==> config.mk <==
export PLATFORM = sky130hd
export DESIGN_NAME = led_grid_command_decoder
export DESIGN_NICKNAME = d
export VERILOG_FILES = /design/src/design/lgcd_pkg.sv /design/src/design/lgcd_front.sv /design/src/design/lgcd_job_fifo.sv /design/src/design/lgcd_back.sv /design/src/design/led_grid_command_decoder.sv
export VERILOG_INCLUDE_DIRS = /design/src /design/src/design
export SDC_FILE = /design/constraint.sdc
export NUM_CORES = 1
export LEC_CHECK = 0
export CORE_MARGIN = 2
export CORE_UTILIZATION = 55
export DETAILED_ROUTE_END_ITERATION = 6
export DONT_BUFFER_PORTS = 1
export MAX_ROUTING_LAYER = met4
export PLACE_DENSITY = 0.7
export SLEW_MARGIN = 15
export SYNTH_ARGS = -nofsm -noshare
export SYNTH_HDL_FRONTEND = slang
export SYNTH_SLANG_ARGS = --single-unit
==> constraint.sdc <==
create_clock -name clk -period 3.77 [get_ports clk]
set_clock_uncertainty 0.2 [all_clocks]
set_input_delay 0.1885 -clock clk [delete_from_list [all_inputs] [get_ports clk]]
set_output_delay 0.1885 -clock clk [all_outputs]
set_load 0.1 [all_outputs]
==> src/design/led_grid_command_decoder_macros.svh <==
// Assertion macros of the LED grid command decoder, used by the expander.
`ifndef LED_GRID_COMMAND_DECODER_MACROS_SVH
`define LED_GRID_COMMAND_DECODER_MACROS_SVH

// Antecedent holds -> consequent holds in the same cycle.
`define LGCD_ASSERT_IMPLY(label, ante, cons, msg) \
	label: assert property (@(posedge clk) disable iff (!arst_n) (ante) |-> (cons)) \
		else $error(msg);

// Condition must never hold.
`define LGCD_ASSERT_NEVER(label, cond, msg) \
	label: assert property (@(posedge clk) disable iff (!arst_n) !(cond)) \
		else $error(msg);

`endif

==> src/design/lgcd_pkg.sv <==
// Package: types, codes and constants of the LED grid command decoder.
`timescale 1ns / 1ps
package lgcd_pkg;

	localparam int MAX_MESSAGE_BYTES = 4096;
	localparam int JOB_DEPTH         = 4;
	localparam int JOB_PTR_W         = $clog2(JOB_DEPTH);
	localparam int JOB_CNT_W         = $clog2(JOB_DEPTH + 1);

	// Result command codes
	localparam logic [1:0] CMD_FILL   = 2'd0;
	localparam logic [1:0] CMD_SET    = 2'd1;
	localparam logic [1:0] CMD_COMMIT = 2'd2;

	// Message byte fields and address codes
	localparam int         COUNT_FLAG_BIT = 6;
	localparam logic [7:0] LEVEL_MASK     = 8'h3F;
	localparam logic [7:0] ADDR_FILL      = 8'd0;
	localparam logic [7:0] ADDR_SKIP      = 8'd99;
	localparam logic [7:0] ADDR_ROW_LO    = 8'd100;
	localparam logic [7:0] ADDR_ROW_HI    = 8'd109;
	localparam logic [7:0] ADDR_COL_LO    = 8'd110;
	localparam logic [7:0] ADDR_COL_HI    = 8'd119;
	localparam logic [3:0] LINE_CELLS     = 4'd8;
	localparam logic [7:0] COL_STRIDE     = 8'd10;

	typedef enum logic [2:0] {
		PH_RED,
		PH_GREEN,
		PH_BLUE,
		PH_COUNT,
		PH_ADDR
	} lgcd_phase_t;

	typedef struct packed {
		logic [7:0]  data_byte;
		logic        first_of_message;
		logic [12:0] bytes_left;
	} lgcd_item_t;

	typedef struct packed {
		logic [1:0] command_kind;
		logic [7:0] cell_address;
		logic [7:0] red_level;
		logic [7:0] green_level;
		logic [7:0] blue_level;
		logic       last_of_run;
	} lgcd_result_t;

	// One classified byte handed from the parser to the expander.
	typedef struct packed {
		logic       has_cmd;
		logic       is_fill;
		logic       line;      // eight cells instead of one
		logic       step_col;  // step by a row stride instead of one
		logic [7:0] start_addr;
		logic [5:0] red;
		logic [5:0] green;
		logic [5:0] blue;
		logic       commit;
	} lgcd_job_t;

endpackage

==> src/design/lgcd_front.sv <==
// Parser: walks the message byte by byte and classifies each into a job.
`timescale 1ns / 1ps
module lgcd_front import lgcd_pkg::*; (
	input  logic       clk,
	input  logic       arst_n,
	input  lgcd_item_t item,
	input  logic       accept,
	output lgcd_job_t  job,
	output logic       job_valid
);

	lgcd_phase_t phase_q, phase_d;
	logic [5:0]  red_q, red_d;
	logic [5:0]  green_q, green_d;
	logic [5:0]  blue_q, blue_d;
	logic [7:0]  rem_q, rem_d;
	logic        abort_q, abort_d;

	logic [12:0] bl;
	logic [12:0] after;
	lgcd_phase_t ph;
	logic [7:0]  rem;
	logic        ab;
	logic [7:0]  b;

	always_comb begin
		b     = item.data_byte;
		bl    = (32'(item.bytes_left) > MAX_MESSAGE_BYTES) ? 13'(MAX_MESSAGE_BYTES)
			: item.bytes_left;
		after = (bl != 13'd0) ? bl - 13'd1 : 13'd0;
		ph    = item.first_of_message ? PH_RED : phase_q;
		rem   = item.first_of_message ? 8'd0 : rem_q;
		ab    = item.first_of_message ? 1'b0 : abort_q;
	end

	// next state
	always_comb begin
		logic [7:0] rem_b;
		logic [7:0] rem_dec;
		phase_d = ph;
		red_d   = red_q;
		green_d = green_q;
		blue_d  = blue_q;
		rem_d   = rem;
		abort_d = ab;
		rem_b   = rem | {7'd0, b[COUNT_FLAG_BIT]};
		rem_dec = (rem != 8'd0) ? rem - 8'd1 : rem;
		if (!ab) begin
			case (ph)
				PH_GREEN: begin
					green_d = 6'(b & LEVEL_MASK);
					if (b[COUNT_FLAG_BIT]) rem_d = rem | 8'd2;
					phase_d = PH_BLUE;
				end
				PH_BLUE: begin
					blue_d = 6'(b & LEVEL_MASK);
					rem_d  = rem_b;
					if (rem_b == 8'd0) phase_d = PH_COUNT;
					else if ({5'd0, rem_b} > after) abort_d = 1'b1;
					else phase_d = PH_ADDR;
				end
				PH_COUNT: begin
					if (b == 8'd0) phase_d = PH_RED;
					else if ({5'd0, b} > after) abort_d = 1'b1;
					else begin
						rem_d   = b;
						phase_d = PH_ADDR;
					end
				end
				PH_ADDR: begin
					rem_d = rem_dec;
					if (rem_dec == 8'd0) phase_d = PH_RED;
				end
				default: begin
					if (bl < 13'd3) abort_d = 1'b1;
					else begin
						red_d   = 6'(b & LEVEL_MASK);
						rem_d   = b[COUNT_FLAG_BIT] ? 8'd4 : 8'd0;
						phase_d = PH_GREEN;
					end
				end
			endcase
		end
		if (bl <= 13'd1) begin
			abort_d = 1'b1;
			phase_d = PH_RED;
			rem_d   = 8'd0;
		end
	end

	// job classification
	always_comb begin
		logic       row, col;
		logic [7:0] d;
		row = (b >= ADDR_ROW_LO) && (b <= ADDR_ROW_HI);
		col = (b >= ADDR_COL_LO) && (b <= ADDR_COL_HI);
		d   = b - ADDR_ROW_LO;  // row/column digit; column start is 10 + (a - 110)
		job.has_cmd  = !ab && (ph == PH_ADDR) && (b != ADDR_SKIP);
		job.is_fill  = (b == ADDR_FILL);
		job.line     = row || col;
		job.step_col = col;
		if (b == ADDR_FILL) job.start_addr = 8'd0;
		else if (row) job.start_addr = (d << 3) + (d << 1) + 8'd1;
		else if (col) job.start_addr = d;
		else job.start_addr = b;
		job.red    = red_q;
		job.green  = green_q;
		job.blue   = blue_q;
		job.commit = (bl <= 13'd1);
		job_valid  = accept && (job.has_cmd || job.commit);
	end

	always_ff @(posedge clk or negedge arst_n) begin
		if (!arst_n) begin
			phase_q <= PH_RED;
			red_q   <= '0;
			green_q <= '0;
			blue_q  <= '0;
			rem_q   <= '0;
			abort_q <= 1'b0;
		end else if (accept) begin
			phase_q <= phase_d;
			red_q   <= red_d;
			green_q <= green_d;
			blue_q  <= blue_d;
			rem_q   <= rem_d;
			abort_q <= abort_d;
		end
	end

endmodule

==> src/design/lgcd_job_fifo.sv <==
// Job queue between the parser and the expander.
`timescale 1ns / 1ps
module lgcd_job_fifo import lgcd_pkg::*; (
	input  logic      clk,
	input  logic      arst_n,
	input  logic      wr_en,
	input  lgcd_job_t wr_data,
	output logic      full,
	input  logic      rd_en,
	output lgcd_job_t rd_data,
	output logic      empty
);

	lgcd_job_t              entry_q [JOB_DEPTH];
	logic [JOB_PTR_W-1:0]   wr_ptr_q, rd_ptr_q;
	logic [JOB_CNT_W-1:0]   count_q;

	assign full    = (count_q == JOB_CNT_W'(JOB_DEPTH));
	assign empty   = (count_q == '0);
	assign rd_data = entry_q[rd_ptr_q];

	always_ff @(posedge clk) begin
		if (wr_en) entry_q[wr_ptr_q] <= wr_data;
	end

	always_ff @(posedge clk or negedge arst_n) begin
		if (!arst_n) begin
			wr_ptr_q <= '0;
			rd_ptr_q <= '0;
			count_q  <= '0;
		end else begin
			if (wr_en) wr_ptr_q <= (wr_ptr_q == JOB_PTR_W'(JOB_DEPTH - 1)) ? '0
				: wr_ptr_q + 1'b1;
			if (rd_en) rd_ptr_q <= (rd_ptr_q == JOB_PTR_W'(JOB_DEPTH - 1)) ? '0
				: rd_ptr_q + 1'b1;
			if (wr_en && !rd_en) count_q <= count_q + 1'b1;
			else if (rd_en && !wr_en) count_q <= count_q - 1'b1;
		end
	end

endmodule

==> src/design/lgcd_back.sv <==
// Expander: turns jobs into grid commands and commits, one per cycle while its output is free.
`timescale 1ns / 1ps
`include "led_grid_command_decoder_macros.svh"
module lgcd_back import lgcd_pkg::*; (
	input  logic         clk,
	input  logic         arst_n,
	input  lgcd_job_t    job,
	input  logic         job_empty,
	output logic         job_pop,
	output lgcd_result_t result,
	output logic         empty,
	input  logic         pop
);

	logic [3:0]   left_q;
	logic         commit_q;
	logic         fill_q;
	logic         step_col_q;
	logic [7:0]   addr_q;
	logic [5:0]   red_q, green_q, blue_q;
	logic         out_valid_q;
	lgcd_result_t out_q;

	logic         busy, emit, last, slot_free;
	lgcd_result_t res;

	assign busy      = (left_q != 4'd0) || commit_q;
	assign slot_free = !out_valid_q || pop;
	assign emit      = busy && slot_free;
	assign last      = (left_q == 4'd0) || ((left_q == 4'd1) && !commit_q);
	assign job_pop   = !job_empty && (!busy || (emit && last));
	assign empty     = !out_valid_q;
	assign result    = out_q;

	always_comb begin
		if (left_q != 4'd0) begin
			res.command_kind = fill_q ? CMD_FILL : CMD_SET;
			res.cell_address = fill_q ? 8'd0 : addr_q;
			res.red_level    = {red_q, 2'b00};
			res.green_level  = {green_q, 2'b00};
			res.blue_level   = {blue_q, 2'b00};
		end else begin
			res.command_kind = CMD_COMMIT;
			res.cell_address = 8'd0;
			res.red_level    = 8'd0;
			res.green_level  = 8'd0;
			res.blue_level   = 8'd0;
		end
		res.last_of_run = last;
	end

	always_ff @(posedge clk) begin
		if (job_pop) begin
			fill_q     <= job.is_fill;
			step_col_q <= job.step_col;
			addr_q     <= job.start_addr;
			red_q      <= job.red;
			green_q    <= job.green;
			blue_q     <= job.blue;
		end else if (emit && (left_q != 4'd0)) begin
			addr_q <= addr_q + (step_col_q ? COL_STRIDE : 8'd1);
		end
		if (emit) out_q <= res;
	end

	always_ff @(posedge clk or negedge arst_n) begin
		if (!arst_n) begin
			left_q      <= '0;
			commit_q    <= 1'b0;
			out_valid_q <= 1'b0;
		end else begin
			if (job_pop) begin
				left_q   <= !job.has_cmd ? 4'd0 : (job.line ? LINE_CELLS : 4'd1);
				commit_q <= job.commit;
			end else if (emit) begin
				if (left_q != 4'd0) left_q <= left_q - 4'd1;
				else commit_q <= 1'b0;
			end
			if (emit) out_valid_q <= 1'b1;
			else if (pop) out_valid_q <= 1'b0;
		end
	end

	`LGCD_ASSERT_IMPLY(a_load_only_when_done, job_pop && busy, emit && last, "job loaded over unfinished job")
	`LGCD_ASSERT_NEVER(a_pop_empty_queue, job_pop && job_empty, "job taken from empty queue")
	`LGCD_ASSERT_IMPLY(a_commit_closes_run, out_valid_q && (out_q.command_kind == CMD_COMMIT), out_q.last_of_run && (out_q.cell_address == 8'd0), "commit not last of run")

endmodule

==> src/design/led_grid_command_decoder.sv <==
// Top level of the LED grid command decoder: parser, job queue, expander.
//
//   channel   | handshake            | payload
//   ----------+----------------------+-------------------------------------
//   request   | push / full          | item   (data_byte, first, bytes_left)
//   result    | empty / pop          | result (kind, address, levels, last)
//
// Parser takes one byte per cycle while the job queue has room. Expander emits one
// result per cycle while its output is empty or popped: fill or set 1 (2 with the
// commit), row or column 8 (9 with the commit), lone commit 1; it sets the rate.
// First result of a byte passes the queue entry, expander job and output registers.
// Reset (arst_n low, async) parks the parser at the red byte, empties queue and output.
// A stalled consumer backs up the four-entry job queue; full then stalls the input.
`timescale 1ns / 1ps
module led_grid_command_decoder import lgcd_pkg::*; (
	input  logic         clk,
	input  logic         arst_n,
	input  lgcd_item_t   item,
	input  logic         push,
	output logic         full,
	output lgcd_result_t result,
	output logic         empty,
	input  logic         pop
);

	logic      accept;
	lgcd_job_t front_job;
	logic      front_job_valid;
	lgcd_job_t queue_job;
	logic      queue_empty;
	logic      queue_pop;

	// a request is taken whenever the job queue has a free entry
	assign accept = push && !full;

	lgcd_front u_front (
		.clk       (clk),
		.arst_n    (arst_n),
		.item      (item),
		.accept    (accept),
		.job       (front_job),
		.job_valid (front_job_valid)
	);

	// only bytes that cause results enter the queue
	lgcd_job_fifo u_job_fifo (
		.clk     (clk),
		.arst_n  (arst_n),
		.wr_en   (front_job_valid),
		.wr_data (front_job),
		.full    (full),
		.rd_en   (queue_pop),
		.rd_data (queue_job),
		.empty   (queue_empty)
	);

	// expands rows and columns to eight sets and appends the commit at a message's end
	lgcd_back u_back (
		.clk       (clk),
		.arst_n    (arst_n),
		.job       (queue_job),
		.job_empty (queue_empty),
		.job_pop   (queue_pop),
		.result    (result),
		.empty     (empty),
		.pop       (pop)
	);

endmodule
# Word-level counts from Yosys, hierarchy flattened

Memories as Yosys holds them, arrays and structs flattened.
Cells that the tools add are included.

Flip-flop bits (word level): 106
Memory bits (writable): 124
Logic and storage cells: 165
Memories: 1

Memory list:

| memory             | words | width | rd ports | clocked after memory_dff | wr ports | RTL line            | source |
|---|---|---|---|---|---|---|---|
| u_job_fifo.entry_q | 4     | 31    | 1        | 0                        | 1        | lgcd_job_fifo.sv:14 | `lgcd_job_t entry_q [JOB_DEPTH];` |

$add $sub $neg: 11
Magnitude comparators: 9
Eq/ne operators: 10
Mux-type cells: 54
Bitwise operators: 5
Reduce and logical (&&, ||, !) cells: 48

Operators by type and width:

| operator                | number |
|---|---|
| $mux W8                 | 12 |
| $mux W3                 | 12 |
| $pmux W8 S4             | 1 |
| $gt A8 B13 Y1           | 2 |
| $mux W13                | 2 |
| $logic_not A8 Y1        | 3 |
| $mux W4                 | 6 |
| $add A8 B8 Y8           | 2 |
| $ge A8 B7 Y1 const B    | 2 |
| $le A8 B7 Y1 const B    | 2 |
| $mux W1                 | 16 |
| $gt A13 B13 Y1 const B  | 1 |
| $le A13 B1 Y1 const B   | 1 |
| $logic_and A1 B1 Y1     | 13 |
| $lt A13 B2 Y1 const B   | 1 |
| $reduce_bool A13 Y1     | 1 |
| $sub A13 B1 Y13 const B | 1 |
| $pmux W3 S4             | 1 |
| $reduce_bool A2 Y1      | 5 |
| $add A8 B1 Y8 const B   | 1 |
| $logic_not A1 Y1        | 8 |
| $ne A8 B7 Y1 const B    | 1 |
| $or A8 B1 Y8            | 1 |
| $reduce_bool A8 Y1      | 1 |
| 24 further kinds        | 41 |

# Logic depth before layout (Yosys ltp)

Gate-level depths: netlist of run 1.

Depth after elaboration: 10
Depth in mapped cells: 15
Mapped depth without buffers: 14

# By module

A second synthesis of run 1 with hierarchy kept.

Cells, all modules: 786
Area total of the unflattened synthesis: 10827.9 um2

Modules (own cells, without submodules):

| module                   | times used | cells an instance | area an instance (um2) | sequential area each (um2) |
|---|---|---|---|---|
| lgcd_job_fifo            | 1          | 199               | 4932.2                 | 3898.7 |
| lgcd_front               | 1          | 404               | 3170.5                 | 750.7 |
| lgcd_back                | 1          | 182               | 2711.4                 | 1861.8 |
| led_grid_command_decoder | 1          | 1                 | 13.8                   | 0.0 |

# Worst setup path before layout of run 1

No wires, ideal clock.

Kind: register -> register
Start point: reg u_job_fifo.count_q[0]
End point: reg u_job_fifo.count_q[1]
Setup time: 0.125 ns
Arrival time: 4.188 ns
Setup slack: -0.742 ns
Stages on the path, launching flop included: 8
Clock period less this slack: 4.512 ns
Cells stage by stage: dfrtp_1 > nor3b_1 > nand2b_1 > nor2_2 > ha_1 > inv_1 > fa_1 > mux2_2

Cells in the longest elaborated chain, start to end: 7
Elaborated cells between the ends (all ways): 16

Ends and longest elaborated chain:

| element                             | RTL line                       | source |
|---|---|---|
| start, declared                     | lgcd_job_fifo.sv:16            | `logic [JOB_CNT_W-1:0] count_q;` |
| start signal, assigned              | lgcd_job_fifo.sv:36            | `if (wr_en && !rd_en) count_q <= count_q + 1'b1;` |
| start signal, assigned              | lgcd_job_fifo.sv:37            | `else if (rd_en && !wr_en) count_q <= count_q - 1'b1;` |
| $eq A3 B3 Y1 (*)                    | lgcd_job_fifo.sv:18            | `assign full = (count_q == JOB_CNT_W'(JOB_DEPTH));` |
| net full                            | led_grid_command_decoder.sv:20 | `output logic full,` |
| $logic_not A1 Y1 (*)                | led_grid_command_decoder.sv:34 | `assign accept = push && !full;` |
| $logic_and A1 B1 Y1 (*)             | led_grid_command_decoder.sv:34 |  |
| $logic_and A1 B1 Y1 (*)             | lgcd_front.sv:110              | `job_valid = accept && (job.has_cmd \|\| job.commit);` |
| net front_job_valid                 | led_grid_command_decoder.sv:28 | `logic front_job_valid;` |
| $logic_not A1 Y1                    | lgcd_job_fifo.sv:37            |  |
| $logic_and A1 B1 Y1                 | lgcd_job_fifo.sv:37            |  |
| $reduce_bool A2 Y1 (no source line) | --                             |  |

The timed path passes the listed nets; every way through them passes the cells marked *. The select of a mux whose other input is x is not followed.
A chain may end at the register's enable or synchronous reset.

==> summary.md, run 1 <==
| Metric | Value |
|---|---|
| Status | finished, final reports clean |
| Clock latency on the worst-skew pair | 510 ps |
| Share of layout cells above drive strength 1 | 0.159 |
| Post-synth EDFFs | approximately 180 |
| YS warnings | 0 |
| Vias in the first global route | about 6800 |
| Sequential-to-total area share from yosys stat | 0.606 |
| Top cells by count, synth | edfxtp_1, nand2_1, o21ai_0, nor2_1, dfrtp_1 |
| Peak VDD IR | 0.000363 V |
| Top sig layer | met4 |
| HPWL after DPL | ~16000 um |
| Total CTS buffers | 23 |
| Endpoint, Worst Hold | u_front.abort_q$_DFFE_PN0P_ |
| Pwr Density | approximately 760 nW/um^2 |
| Worst-path clk slew | roughly 70 ps |
| Min-delay src | item[9] |
| Number of synthesized register bits | about 220 |
| Number of remaining DRC errors | 0 |
| Sum of routed wire segments on met1 | 9660 um |
| Initial Util | 0.556 |
| Period utilisation layout | 0.897 |
| TNS Setup | 0 ps |
| Vias | around 6600 |
| Mapped cell area | approximately 11000 um^2 |
| DR iter-0 viols | roughly 560 |
| Worst path required time | roughly 4000 ps |
| GR Overflow Total | 0 |
| Final Critical Period | approximately 3400 ps |
| Layout area overhead | 12.2% |
| Nets | 894 |
| Max Fanout on Critical Path | 20 |
| R2R cell count | 11 |
| Row cnt | approximately 50 |
| RSZ-0062 raised after global routing | no |
| Synth top area share | 0.506 |
| Reg2reg start | u_front.phase_q[2]$_DFFE_PN0P_ |
| Final Power | 9170 uW |
| Post-route antenna net violation count | 0 |
| Worst setup path startpoint | item[13] |
| Die Y | between 100 and 150 um |
| Via/cell ratio | 5.94 |
| WL/cell | between 20 and 25 um |
| Leakage power | roughly 0.0044 uW |
| Final Hold Violating Endpoints | 0 |
| Cells after synthesis | between 700 and 800 |
| CP arrival | ~3600 ps |
| Top FF cell, synth | edfxtp_1 |
| Synth Area per Inst | 13.5 um^2 |
| Synth area leaders | edfxtp_1, dfrtp_1, mux4_2 |
| Total wire length | ~23000 um |
| TritonRoute pass-1 iters | 5 |
| Worst Hold Depth | 4 |
| GRT Util Overall | 0.242 |
| Max-slew violation count | 0 |
| Post-route cell area | ~12000 um^2 |
| Met3 wire len | 1310 um |
| Crit Path Class | in2reg |
| Top-count cell post-synth | edfxtp_1 |
| Initial antenna violation count | 1 |
| Global-route wire length before repair | between 30000 and 40000 um |
| Register-to-register setup slack | around 540 ps |
| Endpoints failing setup | 0 |
| Max Cap Viol | 0 |
| CTS sink cnt | roughly 220 |
| TritonCTS clock tree | built |
| Metal2 WL | between 10000 and 15000 um |
| Dpl cell area | between 10000 and 15000 um^2 |
| Worst slew pin tran | a little over 900 ps |
| H-tree depth | 1 |
| Area of the core | approximately 19000 um^2 |
| Deepest clock path buffer count | 3 |
| Largest net degree at the start of global routing | between 40 and 50 |
| FF-to-FF End | u_job_fifo.count_q[2]$_DFFE_PN0P_ |
| CP Capture Type | register |
| Largest area contributor in the netlist | edfxtp_1 |
| Ys async rst share | 0.192 |
| IO buf count | 0 |
| GPL Wtd Cong | roughly 0.96 |
| DIE AREA | approximately 21000 um^2 |
| Maximum clock frequency | 0.296 GHz |
| Root Driver | clkbuf_16 |
| Floorplan die width | approximately 140 um |
| Netlist cell types | between 70 and 80 |
| IO Pins | 63 |
| Slew margin rel. | 0.392 |
| Worst min-delay path class | in2reg |
| CP startpoint kind | input pin |
## worst max-delay path, cell delays in order
cell	delay, ps
dlygate4sd3_1	860
nand2b_1	290
or3_1	350
a311oi_2	380
nor2_1	90
nor2_2	310
ha_1	250
inv_1	60
fa_1	370
xor2_1	170
nor2_1	130
xor2_1	150
## where the power goes
group | internal (uW) | switching [uW] | leakage (uW)
registers | 3360 | 1240 | 0.00222
logic | 1040 | 1270 | 0.00181
clock network | 1330 | 925 | 0.000372
## cells by family (layout without fill, tap and decap cells)
logic type | count (synthesis) | in the layout | share of synthesized area
AO/OA/AOI/OAI | 153 | 153 | 0.0958
XOR/XNOR | 26 | 26 | 0.0212
other | 1 | 7 | 0.000349
multiplexers | 46 | 46 | 0.0803
AND/OR/NAND/NOR | 237 | 237 | 0.117
buffers and inverters | 67 | 110 | 0.0282
adder cells (fa/ha/maj) | 42 | 42 | 0.0508
flip-flops | 224 | 224 | 0.606
## layout by cell type (no fill, tap or decap), types with 11 or more instances in the layout
| cell | synthesis | routed |
|---|---|---|
| edfxtp_1 | 181 | 181 |
| nand2_1 | 56 | 56 |
| o21ai_0 | 53 | 52 |
| nor2_1 | 48 | 47 |
| dfrtp_1 | 43 | 42 |
| ha_1 | 38 | 38 |
| nor2b_1 | 34 | 34 |
| mux4_2 | 31 | 31 |
| inv_1 | 29 | 29 |
| clkbuf_16 | 0 | 23 |
| a21oi_1 | 22 | 22 |
| nand3_1 | 21 | 21 |
| buf_4 | 7 | 21 |
| xnor2_1 | 15 | 15 |
| dlygate4sd3_1 | 0 | 15 |
| nand2b_1 | 13 | 13 |
| and2_1 | 13 | 13 |
| mux2_2 | 12 | 12 |
| xor2_1 | 11 | 11 |
## cell type report
class	count	area, um^2
clock inverter	11	119
inverter	30	114
fill	1430	7280
tap	265	332
sequential	224	6510
antenna	1	2.50
multi-input combinational	510	3980
timing repair buffer	38	355
clock buffer	31	636
## stage by stage
step                setup slack [ps]   util  instances  hold slack [ps]
floorplan                        393      -        801             -307
global placement                 457  0.574       1051             -303
detailed placement               333  0.574       1051             -303
CTS                              300  0.623       1109             11.8
global route                     165  0.623       1110             33.8
finish                           387  0.623       1110          0.00311
## flip-flops by register name, summed over array words and instances, names as in the netlist
| signal | cells |
|---|---|
| u_back.addr_q | 8 |
| u_back.blue_q | 6 |
| u_back.commit_q | 1 |
| u_back.fill_q | 1 |
| u_back.green_q | 6 |
| u_back.left_q | 4 |
| u_back.out_valid_q | 1 |
| u_back.red_q | 6 |
| u_back.result | 29 |
| u_back.step_col_q | 1 |
| u_front.abort_q | 1 |
| u_front.blue_q | 6 |
| u_front.green_q | 6 |
| u_front.phase_q | 3 |
| u_front.red_q | 6 |
| u_front.rem_q | 8 |
| u_job_fifo.count_q | 3 |
| u_job_fifo.entry_q | 124 |
| u_job_fifo.rd_ptr_q | 2 |
| u_job_fifo.wr_ptr_q | 2 |
## worst max-delay path by stage
| stage | end | cells after the start |
|---|---|---|
| 3_3_place_gp | u_front.phase_q[2]$_DFFE_PN0P_ | 14 |
| 3_5_place_dp | u_front.phase_q[2]$_DFFE_PN0P_ | 14 |
| 2_1_floorplan | u_job_fifo.count_q[1]$_DFFE_PN0P_ | 7 |
| 4_1_cts | u_job_fifo.count_q[2]$_DFFE_PN0P_ | 12 |
| 6_report | u_job_fifo.count_q[2]$_DFFE_PN0P_ | 12 |
| 5_1_grt | u_job_fifo.count_q[2]$_DFFE_PN0P_ | 12 |
## layer usage
metal,up-vias,track usage
li1,3064,-
met1,3269,0.298
met2,202,0.403
met3,55,0.0463
met4,0,0.0867
met5,-,-
## what timing repair did
| item | in CTS | in global routing |
|---|---|---|
| setup endpoints to repair | 0 | 1 |
| buffers inserted | 0 | 0 |
| hold buffers | 16 | 0 |
| endpoints found under the hold margin | 115 | 0 |
| resized for setup | 0 | 1 |
No activity file was read; power rests on OpenSTA's default activity.
==> run 2, diff against run 1 <==
SKIP_LAST_GASP = 1   (was not set)
SYNTH_HIERARCHICAL = 1   (was not set)
==> summary.md, run 2 <==
| Metric | Value |
|---|---|
| Leakage power | 0.00432 uW (-2.0%) |
| TritonCTS clock tree | built |
| Worst path required time | 3980 ps (-20 ps) |
| Final Hold Violating Endpoints | 0 (unchanged) |
| Total wire length | 22000 um (-6.4%) |
| Worst slew pin tran | 902 ps (-11.7 ps) |
| Die Y | 144 um (+0.37%) |
| Max Cap Viol | 0 (unchanged) |
| Largest net degree at the start of global routing | 44 (unchanged) |
| Initial Util | 0.558 (+0.00236) |
| Share of layout cells above drive strength 1 | 0.137 (-0.0216) |
| HPWL after DPL | 14700 um (-6.9%) |
| Mapped cell area | 10800 um^2 (+0.76%) |
| DR iter-0 viols | 493 (-12%) |
| Top FF cell, synth | edfxtp_1 |
| Commonest non-fill, non-tap cells in the layout | edfxtp_1, nand2_1, o21ai_0 |
| CP startpoint kind | input pin |
| Initial antenna violation count | 0 (-1) |
| TNS Setup | 0 ps (unchanged) |
| Global-route wire length before repair | 34600 um (-6.6%) |
| Top-count cell post-synth | edfxtp_1 |
| Ys async rst share | 0.192 (unchanged) |
| Maximum clock frequency | 0.299 GHz (+1.3%) |
| Vias | 6625 (+0.53%) |
| Max reg flops | 124 (unchanged) |
| Slew margin rel. | 0.400 (+0.00777) |
| GPL Wtd Cong | 0.955 (-0.74%) |
| IO buf count | 0 (unchanged) |
| Peak VDD IR | 0.000325 V (-10%) |
| Via/cell ratio | 6.08 (+2.5%) |
| TritonRoute pass-1 iters | 6 (+1) |
| Area of the core | 19400 um^2 (+0.33%) |
| Post-synth EDFFs | 181 (unchanged) |
| Max-slew violation count | 0 (unchanged) |
| IO Pins | 63 (unchanged) |
| CP Cell Sequence | dlygate4sd3_1, inv_1, and3_1, nand2_1, a41oi_1, o21a_1, ha_1, inv_1, fa_1, xor2_1, nor2_1, xor2_1 |
| Max Fanout on Critical Path | 15 (-25%) |
| GRT Util Overall | 0.223 (-0.0193) |
| Total CTS buffers | 24 (+4.3%) |
| Endpoints failing setup | 0 (unchanged) |
| DIE AREA | 20800 um^2 (+0.74%) |
| WL/cell | 20.2 um (-4.6%) |
| H-tree depth | 1 (unchanged) |
| Layout area overhead | 10.3% |
| Synth Area per Inst | 13.8 um^2 (+2.0%) |
| Hold Worst Slack | 12.1 ps (+12.1 ps) |
| Post-route antenna net violation count | 0 (unchanged) |
| Max incr delay on CP | 790 ps (-70 ps) |
| GR Overflow Total | 0 (unchanged) |
| Number of remaining DRC errors | 0 (unchanged) |
| Sequential-to-total area share from yosys stat | 0.601 (-0.00455) |
| CP Capture Type | register |
| Status | finished, final reports clean |
| Crit Path Class | in2reg |
| Vias in the first global route | 6417 (-5.7%) |
| Period utilisation layout | 0.886 (-0.0113) |
| Final Critical Period | 3340 ps (-42.6 ps) |
| RSZ-0062 raised after global routing | no |
| Floorplan die width | 144 um (+0.37%) |
| YS warnings | 6 (+6) |
| Synth top area share | 0.502 (-0.00380) |
| CTS resizes | 0 (unchanged) |
| Clock latency on the worst-skew pair | 500 ps (about the same) |
| Commonest non-fill, non-tap cell in the layout | edfxtp_1 |
| Worst min-delay path class | in2async |
| N_diodes | 0 (-1) |
| Netlist cell types | 81 (+5.2%) |
| Largest area contributor in the netlist | edfxtp_1 |
| Number of synthesized register bits | 224 (unchanged) |
| Nets | 875 (-2.1%) |
| Row cnt | 51 (unchanged) |
| R2R cell count | 11 (unchanged) |
| Worst-path clk slew | 60 ps (about the same) |
| Root Driver | clkbuf_16 |
| Deepest clock path buffer count | 3 (unchanged) |
| Cells after synthesis | 786 (-1.3%) |
| Synth area leaders | edfxtp_1, dfrtp_1, mux4_2 |
| Pwr Density | 796 nW/um^2 (+4.6%) |
| CTS sink cnt | 224 (unchanged) |
| Top cells by count, synth | edfxtp_1, nand2_1, nor2_1, o21ai_0, dfrtp_1 |
| Most flop-heavy register | u_job_fifo/entry_q |
| CP arrival | 3550 ps (-60 ps) |
| Crit path max-delay cell type | dlygate4sd3_1 |
-- run 2: final timing paths --
path                                           startpoint                             endpoint  slack [ps]
hold / removal                                     arst_n         u_back/left_q[1]$_DFFE_PN0P_          10
hold reg to reg              u_front/red_q[5]$_DFFE_PN0P_  u_job_fifo/entry_q[0][18]$_DFFE_PP_         320
min in group clk                                 item[13]         u_front/rem_q[2]$_DFFE_PN0P_          40
setup / recovery                                 item[13]    u_job_fifo/count_q[2]$_DFFE_PN0P_         430
setup reg to reg           u_front/phase_q[1]$_DFFE_PN0P_    u_job_fifo/count_q[2]$_DFFE_PN0P_         520
max in group asynchronous                          arst_n         u_front/rem_q[0]$_DFFE_PN0P_        3130
-- run 2: per-stage QoR --
| stage | cells | util | instance area, um^2 | total power [uW] | setup slack [ps] |
|---|---|---|---|---|---|
| 5_1_grt | 1089 | 0.615 | 11900 | 10000 | 245 |
| 6_report | 1089 | 0.615 | 11900 | 9500 | 430 |
| 2_1_floorplan | 791 | - | 10900 | 6880 | 410 |
| 3_5_place_dp | 1029 | 0.569 | 11000 | 7390 | 386 |
| 3_3_place_gp | 1029 | 0.569 | 11000 | 7270 | 542 |
| 4_1_cts | 1089 | 0.615 | 11900 | 9550 | 457 |
-- run 2: worst max-delay path: cells and delay by family --
| kind | cells | cell delay (ps) |
|---|---|---|
| compound gates | 2 | 670 |
| simple gates | 3 | 590 |
| buf+inv | 3 | 1140 |
| fa+ha+maj | 2 | 600 |
| xor+xnor | 2 | 350 |
-- run 2: cell type report --
type,count,area (um^2)
fillers,1485,7460
flip-flops and latches,224,6510
multi-input cells,498,3980
clock buffers,32,652
well taps,265,332
repair buffers,29,290
inverters,30,113
clock inverters,11,62.6
-- run 2: repair_timing --
item	CTS	global route
hold buffers	17	0
buffers inserted	0	0
hold endpoints to repair	114	0
-- run 2: layer usage --
metal / routed length, um / vias to the layer above / global-route usage
met5: 0 / - / -
met4: 719 / 0 / 0.0685
met3: 1310 / 64 / 0.0374
met2: 10700 / 263 / 0.361
met1: 9290 / 3290 / 0.292
li1: - / 3008 / -
-- run 2: cell families after synthesis --
kind of cell	count (synthesis)	synth area share
flops	224	0.601
simple gates	218	0.109
compound gates	157	0.0987
buf+inv	69	0.0343
mux	53	0.0879
fa+ha+maj	42	0.0506
xor+xnor	22	0.0178
other cells	1	0.000346
-- run 2: report_power, final --
part,internal [uW],switching (uW)
clock,1220,885
sequential,3470,1520
combinational,1100,1300
